$ cat config.mk
export PLATFORM = sky130hd
export DESIGN_NAME = timed_event_queue
export DESIGN_NICKNAME = d
export VERILOG_FILES = /design/src/rtl/teq_pkg.sv /design/src/rtl/timed_event_queue.sv /design/src/rtl/teq_cell.sv /design/src/rtl/teq_chain.sv
export VERILOG_INCLUDE_DIRS = /design/src /design/src/rtl
export SDC_FILE = /design/constraint.sdc
export NUM_CORES = 2
export LEC_CHECK = 0
export CAP_MARGIN = 20
export CORE_MARGIN = 2
export CORE_UTILIZATION = 45
export CTS_BUF_LIST = sky130_fd_sc_hd__clkbuf_4
export CTS_CLUSTER_SIZE = 12
export DETAILED_ROUTE_END_ITERATION = 7
export DONT_BUFFER_PORTS = 1
export HOLD_SLACK_MARGIN = 0.08
export SLEW_MARGIN = 20
export SYNTH_ARGS = -nofsm -noshare
export SYNTH_HDL_FRONTEND = slang
export SYNTH_SLANG_ARGS = --single-unit
$ cat constraint.sdc
create_clock -name clock -period 7.7 [get_ports clock]
set_clock_uncertainty 0.2 [all_clocks]
set_input_delay 0.385 -clock clock [delete_from_list [all_inputs] [get_ports clock]]
set_output_delay 0.385 -clock clock [all_outputs]
set_load 0.01 [all_outputs]
$ cat src/rtl/timed_event_queue_macros.svh
// ---------------------------------------------------------------------------
// Timed event queue assertion macros
// Shared concurrent assertion forms for the timed event queue.
// ---------------------------------------------------------------------------
`ifndef TIMED_EVENT_QUEUE_MACROS_SVH
`define TIMED_EVENT_QUEUE_MACROS_SVH

// Same-cycle implication, checked outside reset
`define TEQ_ASSERT_IMPLY(label, clk, rst, ante, cons) \
   label: assert property (@(posedge clk) disable iff (rst) (ante) |-> (cons)) \
      else $error("timed event queue check failed");

// Next-cycle implication, checked outside reset
`define TEQ_ASSERT_NEXT(label, clk, rst, ante, cons) \
   label: assert property (@(posedge clk) disable iff (rst) (ante) |=> (cons)) \
      else $error("timed event queue check failed");

`endif

$ cat src/rtl/teq_pkg.sv
// ---------------------------------------------------------------------------
// Timed event queue package
// Sizes, result and operation codes, and the types shared by the queue cells.
// ---------------------------------------------------------------------------
package teq_pkg;

   // Table size and per-advance fire limit
   localparam int QUEUE_DEPTH = 16;
   localparam int MAX_RESULTS = 16;

   // Field widths
   localparam int TIME_W  = 32;
   localparam int ID_W    = 16;
   localparam int OP_W    = 2;
   localparam int KIND_W  = 3;
   localparam int RCNT_W  = 5;
   localparam int REM_W   = $clog2(QUEUE_DEPTH + 1);
   localparam int FIRE_W  = $clog2(MAX_RESULTS + 1);
   localparam int RCNT_SAT = 31;

   // Request operations
   localparam logic [OP_W-1:0] OP_ADD       = 2'd0;
   localparam logic [OP_W-1:0] OP_BATCH_ADD = 2'd1;
   localparam logic [OP_W-1:0] OP_REMOVE    = 2'd2;
   localparam logic [OP_W-1:0] OP_ADVANCE   = 2'd3;

   // Result kinds
   localparam logic [KIND_W-1:0] KIND_FIRED    = 3'd0;
   localparam logic [KIND_W-1:0] KIND_ADDED    = 3'd1;
   localparam logic [KIND_W-1:0] KIND_FULL     = 3'd2;
   localparam logic [KIND_W-1:0] KIND_PAST     = 3'd3;
   localparam logic [KIND_W-1:0] KIND_REMOVED  = 3'd4;
   localparam logic [KIND_W-1:0] KIND_NONE_DUE = 3'd5;

   // One table slot
   typedef struct packed {
      logic              valid;
      logic [TIME_W-1:0] time_val;
      logic [ID_W-1:0]   id;
   } entry_type;

   // What every cell does this cycle
   typedef enum logic [1:0] {
      CELL_HOLD,
      CELL_INSERT,
      CELL_SQUEEZE,
      CELL_POP
   } cell_op_type;

   typedef struct packed {
      cell_op_type       op;
      logic [TIME_W-1:0] key;
      logic [ID_W-1:0]   id;
   } cell_cmd_type;

   // Chain view seen by the controller
   typedef struct packed {
      entry_type head;
      entry_type second;
      logic      full;
      logic      any_eq;
   } chain_status_type;

   typedef enum logic [1:0] {
      ST_IDLE,
      ST_REMOVE,
      ST_ADVANCE
   } state_type;

endpackage

$ cat src/rtl/timed_event_queue.sv
// ---------------------------------------------------------------------------
// Timed event queue
// Time-sorted event table with a current time; add, batch add, remove, advance.
// ---------------------------------------------------------------------------
// A request is taken when start is high and busy is low. Every result shows
// on the rsp_ ports for one cycle with rsp_strobe high, in the cycle after
// the step that makes it, and cannot be stalled; rsp_last_flag marks the
// final result of a request. An add or batch add gives one result. A remove
// gives one result once the row of cells has squeezed out every matching
// entry, one match per cycle. An advance gives one result per fired event,
// or a single none-due result; fired events leave the head cell one per
// cycle.
`include "timed_event_queue_macros.svh"

module timed_event_queue (
   input  logic                                clock,
   input  logic                                reset,
   input  logic                                start,
   output logic                                busy,
   input  logic [teq_pkg::OP_W-1:0]            req_operation,
   input  logic [teq_pkg::TIME_W-1:0]          req_time_value,
   input  logic [teq_pkg::ID_W-1:0]            req_event_id,
   output logic                                rsp_strobe,
   output logic [teq_pkg::KIND_W-1:0]          rsp_result_kind,
   output logic [teq_pkg::ID_W-1:0]            rsp_fired_id,
   output logic [teq_pkg::TIME_W-1:0]          rsp_fired_time,
   output logic [teq_pkg::RCNT_W-1:0]          rsp_removed_count,
   output logic                                rsp_last_flag
);

   teq_pkg::state_type               state_ff, state_in;
   logic [teq_pkg::TIME_W-1:0]       cur_time_ff, cur_time_in;
   logic [teq_pkg::TIME_W-1:0]       key_ff, key_in;
   logic [teq_pkg::REM_W-1:0]        rm_cnt_ff, rm_cnt_in;
   logic [teq_pkg::FIRE_W-1:0]       fire_cnt_ff, fire_cnt_in;
   logic                             strobe_ff, strobe_in;
   logic [teq_pkg::KIND_W-1:0]       kind_ff, kind_in;
   logic [teq_pkg::ID_W-1:0]         fid_ff, fid_in;
   logic [teq_pkg::TIME_W-1:0]       ftime_ff, ftime_in;
   logic [teq_pkg::RCNT_W-1:0]       rcnt_ff, rcnt_in;
   logic                             last_ff, last_in;
   teq_pkg::cell_cmd_type            cmd;
   teq_pkg::chain_status_type        status;
   logic                             accept;
   logic                             past;
   logic [teq_pkg::TIME_W:0]         sum;
   logic [teq_pkg::TIME_W-1:0]       target;
   logic                             head_due;
   logic                             more_due;

   assign busy   = (state_ff != teq_pkg::ST_IDLE);
   assign accept = start && !busy;

   // Saturating advance target
   assign sum    = {1'b0, cur_time_ff} + {1'b0, req_time_value};
   assign target = sum[teq_pkg::TIME_W] ? '1 : sum[teq_pkg::TIME_W-1:0];

   // Past check differs between plain and batch add
   assign past = (req_operation == teq_pkg::OP_ADD) ? (req_time_value < cur_time_ff)
                                                    : (req_time_value <= cur_time_ff);

   // Head events due at the advance target
   assign head_due = status.head.valid && (status.head.time_val <= key_ff) &&
                     (fire_cnt_ff < teq_pkg::FIRE_W'(teq_pkg::MAX_RESULTS));
   assign more_due = status.second.valid && (status.second.time_val <= key_ff) &&
                     (fire_cnt_ff < teq_pkg::FIRE_W'(teq_pkg::MAX_RESULTS - 1));

   teq_chain u_chain (
      .clock  (clock),
      .reset  (reset),
      .cmd    (cmd),
      .status (status)
   );

   // Next state
   always_comb begin
      state_in = state_ff;
      case (state_ff)
         teq_pkg::ST_IDLE: begin
            if (accept && req_operation == teq_pkg::OP_REMOVE) begin
               state_in = teq_pkg::ST_REMOVE;
            end else if (accept && req_operation == teq_pkg::OP_ADVANCE) begin
               state_in = teq_pkg::ST_ADVANCE;
            end
         end
         teq_pkg::ST_REMOVE: begin
            if (!status.any_eq) begin
               state_in = teq_pkg::ST_IDLE;
            end
         end
         teq_pkg::ST_ADVANCE: begin
            if (!head_due || !more_due) begin
               state_in = teq_pkg::ST_IDLE;
            end
         end
         default: begin
            state_in = teq_pkg::ST_IDLE;
         end
      endcase
   end

   // Cell commands, counters and results
   always_comb begin
      cmd.op      = teq_pkg::CELL_HOLD;
      cmd.key     = busy ? key_ff : req_time_value;
      cmd.id      = req_event_id;
      cur_time_in = cur_time_ff;
      key_in      = key_ff;
      rm_cnt_in   = rm_cnt_ff;
      fire_cnt_in = fire_cnt_ff;
      strobe_in   = 1'b0;
      kind_in     = teq_pkg::KIND_ADDED;
      fid_in      = '0;
      ftime_in    = '0;
      rcnt_in     = '0;
      last_in     = 1'b0;
      case (state_ff)
         teq_pkg::ST_IDLE: begin
            if (accept) begin
               case (req_operation)
                  teq_pkg::OP_ADD, teq_pkg::OP_BATCH_ADD: begin
                     strobe_in = 1'b1;
                     last_in   = 1'b1;
                     if (past) begin
                        kind_in = teq_pkg::KIND_PAST;
                     end else if (status.full) begin
                        kind_in = teq_pkg::KIND_FULL;
                     end else begin
                        kind_in = teq_pkg::KIND_ADDED;
                        cmd.op  = teq_pkg::CELL_INSERT;
                     end
                  end
                  teq_pkg::OP_REMOVE: begin
                     key_in    = req_time_value;
                     rm_cnt_in = '0;
                  end
                  default: begin
                     key_in      = target;
                     cur_time_in = target;
                     fire_cnt_in = '0;
                  end
               endcase
            end
         end
         teq_pkg::ST_REMOVE: begin
            if (status.any_eq) begin
               cmd.op    = teq_pkg::CELL_SQUEEZE;
               rm_cnt_in = rm_cnt_ff + teq_pkg::REM_W'(1);
            end else begin
               strobe_in = 1'b1;
               last_in   = 1'b1;
               kind_in   = teq_pkg::KIND_REMOVED;
               rcnt_in   = (int'(rm_cnt_ff) > teq_pkg::RCNT_SAT)
                           ? teq_pkg::RCNT_W'(teq_pkg::RCNT_SAT)
                           : teq_pkg::RCNT_W'(rm_cnt_ff);
            end
         end
         teq_pkg::ST_ADVANCE: begin
            strobe_in = 1'b1;
            if (head_due) begin
               cmd.op      = teq_pkg::CELL_POP;
               fire_cnt_in = fire_cnt_ff + teq_pkg::FIRE_W'(1);
               kind_in     = teq_pkg::KIND_FIRED;
               fid_in      = status.head.id;
               ftime_in    = status.head.time_val;
               last_in     = !more_due;
            end else begin
               kind_in = teq_pkg::KIND_NONE_DUE;
               last_in = 1'b1;
            end
         end
         default: begin
            strobe_in = 1'b0;
         end
      endcase
   end

   // Control registers
   always_ff @(posedge clock) begin
      if (reset) begin
         state_ff    <= teq_pkg::ST_IDLE;
         cur_time_ff <= '0;
         strobe_ff   <= 1'b0;
      end else begin
         state_ff    <= state_in;
         cur_time_ff <= cur_time_in;
         strobe_ff   <= strobe_in;
      end
   end

   // Working and result payload registers
   always_ff @(posedge clock) begin
      key_ff      <= key_in;
      rm_cnt_ff   <= rm_cnt_in;
      fire_cnt_ff <= fire_cnt_in;
      kind_ff     <= kind_in;
      fid_ff      <= fid_in;
      ftime_ff    <= ftime_in;
      rcnt_ff     <= rcnt_in;
      last_ff     <= last_in;
   end

   assign rsp_strobe        = strobe_ff;
   assign rsp_result_kind   = kind_ff;
   assign rsp_fired_id      = fid_ff;
   assign rsp_fired_time    = ftime_ff;
   assign rsp_removed_count = rcnt_ff;
   assign rsp_last_flag     = last_ff;

   // Only an advance gives more than one result per request
   `TEQ_ASSERT_IMPLY(a_multi_only_advance, clock, reset, strobe_ff && !last_ff, state_ff == teq_pkg::ST_ADVANCE && kind_ff == teq_pkg::KIND_FIRED)

   // An accepted add answers in the next cycle
   `TEQ_ASSERT_NEXT(a_add_answers, clock, reset, accept && (req_operation == teq_pkg::OP_ADD || req_operation == teq_pkg::OP_BATCH_ADD), strobe_ff && last_ff && state_ff == teq_pkg::ST_IDLE)

   // A full table never takes an insert
   `TEQ_ASSERT_IMPLY(a_no_insert_full, clock, reset, status.full, cmd.op != teq_pkg::CELL_INSERT)

   // Current time never moves backward
   `TEQ_ASSERT_NEXT(a_time_monotonic, clock, reset, 1'b1, cur_time_ff >= $past(cur_time_ff))

endmodule

$ cat src/rtl/teq_cell.sv
// ---------------------------------------------------------------------------
// Timed event queue cell
// One slot of the sorted table; inserts, squeezes out or pops toward its
// neighbors under a command broadcast to the whole row.
// ---------------------------------------------------------------------------
module teq_cell (
   input  logic                  clock,
   input  logic                  reset,
   input  teq_pkg::cell_cmd_type cmd,
   input  teq_pkg::entry_type    left_entry,
   input  logic                  left_le,
   input  teq_pkg::entry_type    right_entry,
   output teq_pkg::entry_type    entry,
   output logic                  le,
   output logic                  eq
);

   teq_pkg::entry_type entry_ff;
   teq_pkg::entry_type entry_in;
   logic               ge;

   // Compare own time against the broadcast key
   assign le = entry_ff.valid && (entry_ff.time_val <= cmd.key);
   assign ge = !entry_ff.valid || (entry_ff.time_val >= cmd.key);
   assign eq = entry_ff.valid && (entry_ff.time_val == cmd.key);

   // Pick the next slot contents
   always_comb begin
      entry_in = entry_ff;
      case (cmd.op)
         teq_pkg::CELL_INSERT: begin
            if (!le) begin
               if (left_le) begin
                  entry_in.valid    = 1'b1;
                  entry_in.time_val = cmd.key;
                  entry_in.id       = cmd.id;
               end else begin
                  entry_in = left_entry;
               end
            end
         end
         teq_pkg::CELL_SQUEEZE: begin
            if (ge) begin
               entry_in = right_entry;
            end
         end
         teq_pkg::CELL_POP: begin
            entry_in = right_entry;
         end
         default: begin
            entry_in = entry_ff;
         end
      endcase
   end

   // Valid resets, payload follows
   always_ff @(posedge clock) begin
      if (reset) begin
         entry_ff.valid <= 1'b0;
      end else begin
         entry_ff.valid <= entry_in.valid;
      end
      entry_ff.time_val <= entry_in.time_val;
      entry_ff.id       <= entry_in.id;
   end

   assign entry = entry_ff;

endmodule

$ cat src/rtl/teq_chain.sv
// ---------------------------------------------------------------------------
// Timed event queue chain
// Row of cells kept in time order, head at slot zero.
// ---------------------------------------------------------------------------
module teq_chain (
   input  logic                      clock,
   input  logic                      reset,
   input  teq_pkg::cell_cmd_type     cmd,
   output teq_pkg::chain_status_type status
);

   teq_pkg::entry_type              entries [teq_pkg::QUEUE_DEPTH];
   teq_pkg::entry_type              lefts   [teq_pkg::QUEUE_DEPTH];
   teq_pkg::entry_type              rights  [teq_pkg::QUEUE_DEPTH];
   logic [teq_pkg::QUEUE_DEPTH-1:0] le_vec;
   logic [teq_pkg::QUEUE_DEPTH-1:0] left_le_vec;
   logic [teq_pkg::QUEUE_DEPTH-1:0] eq_vec;

   // Wire each cell to its neighbors; the ends see an empty slot
   for (genvar i = 0; i < teq_pkg::QUEUE_DEPTH; i++) begin : g_cell
      if (i == 0) begin : g_first
         assign lefts[i]       = '0;
         assign left_le_vec[i] = 1'b1;
      end else begin : g_inner
         assign lefts[i]       = entries[i-1];
         assign left_le_vec[i] = le_vec[i-1];
      end
      if (i == teq_pkg::QUEUE_DEPTH - 1) begin : g_last
         assign rights[i] = '0;
      end else begin : g_body
         assign rights[i] = entries[i+1];
      end

      teq_cell u_cell (
         .clock       (clock),
         .reset       (reset),
         .cmd         (cmd),
         .left_entry  (lefts[i]),
         .left_le     (left_le_vec[i]),
         .right_entry (rights[i]),
         .entry       (entries[i]),
         .le          (le_vec[i]),
         .eq          (eq_vec[i])
      );
   end

   // Report the head pair, fill and match
   assign status.head   = entries[0];
   assign status.second = entries[1];
   assign status.full   = entries[teq_pkg::QUEUE_DEPTH-1].valid;
   assign status.any_eq = |eq_vec;

endmodule
==> summary.txt <==
Worst Tran Pin Value: 1.14 ns
Mapped Nets: 7,000
HP Class: in2reg
End of the worst hold path: u_chain.g_cell[15].u_cell.entry[9]
Hold Fails Final Rpt: 0
Post-synth top area share: 0.409
Area leader, netlist: edfxtp_1
Final Cycle Share: 0.843
Worst R2R Start: state_ff[1]
CTS tree: built
Max clock buf depth: 4
Vias in the first global route: 47,991
PostCTS Resize Cnt: 0
Post-synthesis area per instance: 9.43 sq um
Post-synth ARST share: 0
CP Max Fanout: 73
Clock transition at path regs: 0.07 ns
WP depth: 15
EDFF count, synth: 810
Port Buf Inserts: 0
Fillcell total: 12,199
Antenna viol nets, final: 0
Core Region: 0.131 sq mm
Top FF cell, synth: edfxtp_1
Worst hold stages: 3
Die Width: 368 um
Flop2flop setup slack: 1.21 ns
MaxCap Viol Count: 0
Starting density of the core: 0.453
Die height: 368 um
Initial antenna violation count: 16
Most frequent cells in the layout: 1,113 x nand2_1, 1,078 x o21ai_0, 810 x edfxtp_1
Worst r2r dst: u_chain.g_cell[0].u_cell.entry[8]
Tot Pwr: 13.3 mW
Clock latency reported for the late side of the worst-skew pair: 1.27 ns
Pwr dens: 198 mW/mm^2
Final core utilization: 0.510
Starting DRT DRC Count: 4,568
IO Pins: 112
CTS root buffer: clkbuf_4
Drt total wl: 175,000 um
Worst setup SP type: register
Synth area leaders: edfxtp_1 41%, ha_1 14%, o21ai_0 9.1%
Setup crit end kind: register
Most common cell after layout, fill and taps aside: nand2_1
Final Slew Violations: 0
Via Count: 48,721
Register area share after synthesis: 0.445
CP bufs+invs: 4
HP Start: req_event_id[9]
Pin count of the biggest net entering global routing: 252
Share of layout cells above drive strength 1: 0.102
Warnings, synthesis: 0
Unique masters post-synth: 83
DP HPWL: 123,000 um
RSZ-0062 raised after global routing: false
Min Clock Period, post-route: 6.49 ns
Fmax: 154 MHz
Synth Register Bits: 918
Leakage: 24.4 nW
GP Congestion: 0.937
CP top delay family: simple AND/OR/NAND/NOR gates
Gr usage total: 0.253
Area of the multi-input gates: 0.0313 sq mm
Overflow after GRT: 0
Via/cell ratio: 5.76
CP max stage delay: 0.84 ns
Fin nets: 7,218
Slowest cell on crit path: nor4_1
Worst EP required: 8.52 ns
Status: finished clean
Crit path DAT: 7.31 ns
Die area: 0.135 sq mm
Hold_ws: 0.185 ns
Layout area overhead: 12.7%
Register area: 0.0265 sq mm
Mapped Area: 0.0595 sq mm
H-tree Lvls: 5
Setup-failing EPs final: 0
Avg WL per Cell: 20.7 um
Clk sinks: 918
Crit-path cells: nor2_4 -> buf_4 -> mux2i_4 -> buf_4 -> ha_1 -> nand4_1 -> nor4_1 -> nand3_1 -> nand4_1 -> o41a_1 -> nor2_4 -> buf_4 -> nand2_1 -> dlygate4sd3_1 -> nand2_1
Cells after synthesis: 6,304
Slew headroom: 0.217
Most frequent CP cell: buf_4
# DRC: 0
Critical path class: reg2reg
Core Rows: 133
Worst reg-to-reg path cell count: 15
First-pass GRT wire length: 272,000 um
TNS Setup: 0 ns
Worst vdd ir: 152 uV
CTS buffer count: 277
Drt pass-1 iters: 6
==> logic make-up (layout without fill, tap and decap cells) <==
group | after synthesis | in the layout | synth area share
simple gates | 1982 | 1982 | 0.144
compound gates | 1826 | 1826 | 0.174
flops | 918 | 918 | 0.445
fa+ha+maj | 643 | 643 | 0.135
buf+inv | 561 | 955 | 0.0382
mux | 341 | 341 | 0.0581
xor+xnor | 33 | 33 | 0.00486
other cells | 0 | 6 | 0
==> cell type report <==
cell class | instances | area share
Clock inverter | 58 | 0.00413
Clock buffer | 397 | 0.0445
Multi-Input combinational cell | 4825 | 0.467
Tap cell | 1755 | 0.0328
Timing Repair Buffer | 325 | 0.0463
Inverter | 175 | 0.00980
Antenna cell | 6 | 0.000224
Sequential cell | 918 | 0.395
==> routing by layer <==
layer	vias up	global-route usage	wire (um)	part of all wire
li1	23670	-	-	-
met1	23379	0.344	79200	0.45
met2	1353	0.413	82100	0.47
met3	319	0.0354	8590	0.049
met4	0	0.0877	4950	0.028
met5	-	0	0	0
==> worst min-delay path, stage by stage <==
cell and delay [ns]:
dlygate4sd3_1 0.82, mux2i_1 0.25, nor2_1 0.05
==> where the power goes <==
| part | switching (mW) | internal (mW) | total, mW |
|---|---|---|---|
| sequential | 0.244 | 5.82 | 6.07 |
| combinational | 1.52 | 0.997 | 2.52 |
| clock | 2.26 | 2.42 | 4.68 |
==> worst max-delay path by stage <==
stage                      from                            endpoint  slack [ns]
CTS                 state_ff[1]  u_chain.g_cell[6].u_cell.entry[43]        1.21
detailed placement  state_ff[1]  u_chain.g_cell[6].u_cell.entry[35]        1.27
global route        state_ff[1]  u_chain.g_cell[6].u_cell.entry[43]        0.88
finish              state_ff[1]   u_chain.g_cell[0].u_cell.entry[8]        1.21
floorplan           state_ff[1]  u_chain.g_cell[3].u_cell.entry[48]        0.40
global placement    state_ff[1]  u_chain.g_cell[6].u_cell.entry[32]        1.45
==> repair_timing <==
action,in CTS,in global routing
buffers inserted,0,0
hold buffers,184,0
endpoints found under the hold margin,897,0
==> state kept, by name (all words and copies together), names as in the netlist <==
signal	count
rsp_last_flag	1
rsp_strobe	1
u_chain.g_cell.u_cell.entry	784
rsp_result_kind	3
state_ff	2
fire_cnt_ff	5
rm_cnt_ff	5
rsp_fired_id	16
key_ff	32
rsp_fired_time	32
rsp_removed_count	5
cur_time_ff	32
==> Yosys cell counts, types with 13 or more instances <==
library cell and n:
edfxtp_1 810, a21oi_1 355, and2_1 54, dfxtp_1 108, inv_1 175, nor3_1 42
or3_1 17, and3_1 13, a211oi_1 93, nand3_1 66, o21ai_0 1078, a21o_1 81
o211ai_1 33, nor4_1 24, nand2_1 1123, mux2i_1 308, and4_1 15, o21a_1 26
clkbuf_1 264, nor2_1 389, a31oi_1 15, nand4_1 141, ha_1 642, buf_1 17
mux2_2 33, xnor2_1 22, nand2b_1 24, buf_2 93, nor2b_1 41
==> through the flow <==
step | worst slack (ns) | area [sq um] | std cells
2_1_floorplan | 0.402 | 59500 | 6304
3_3_place_gp | 1.45 | 61800 | 7813
3_5_place_dp | 1.27 | 61800 | 7813
4_1_cts | 1.21 | 67000 | 8452
5_1_grt | 0.881 | 67000 | 8458
6_report | 1.21 | 67000 | 8459
Power figures use the tool's default switching activity.
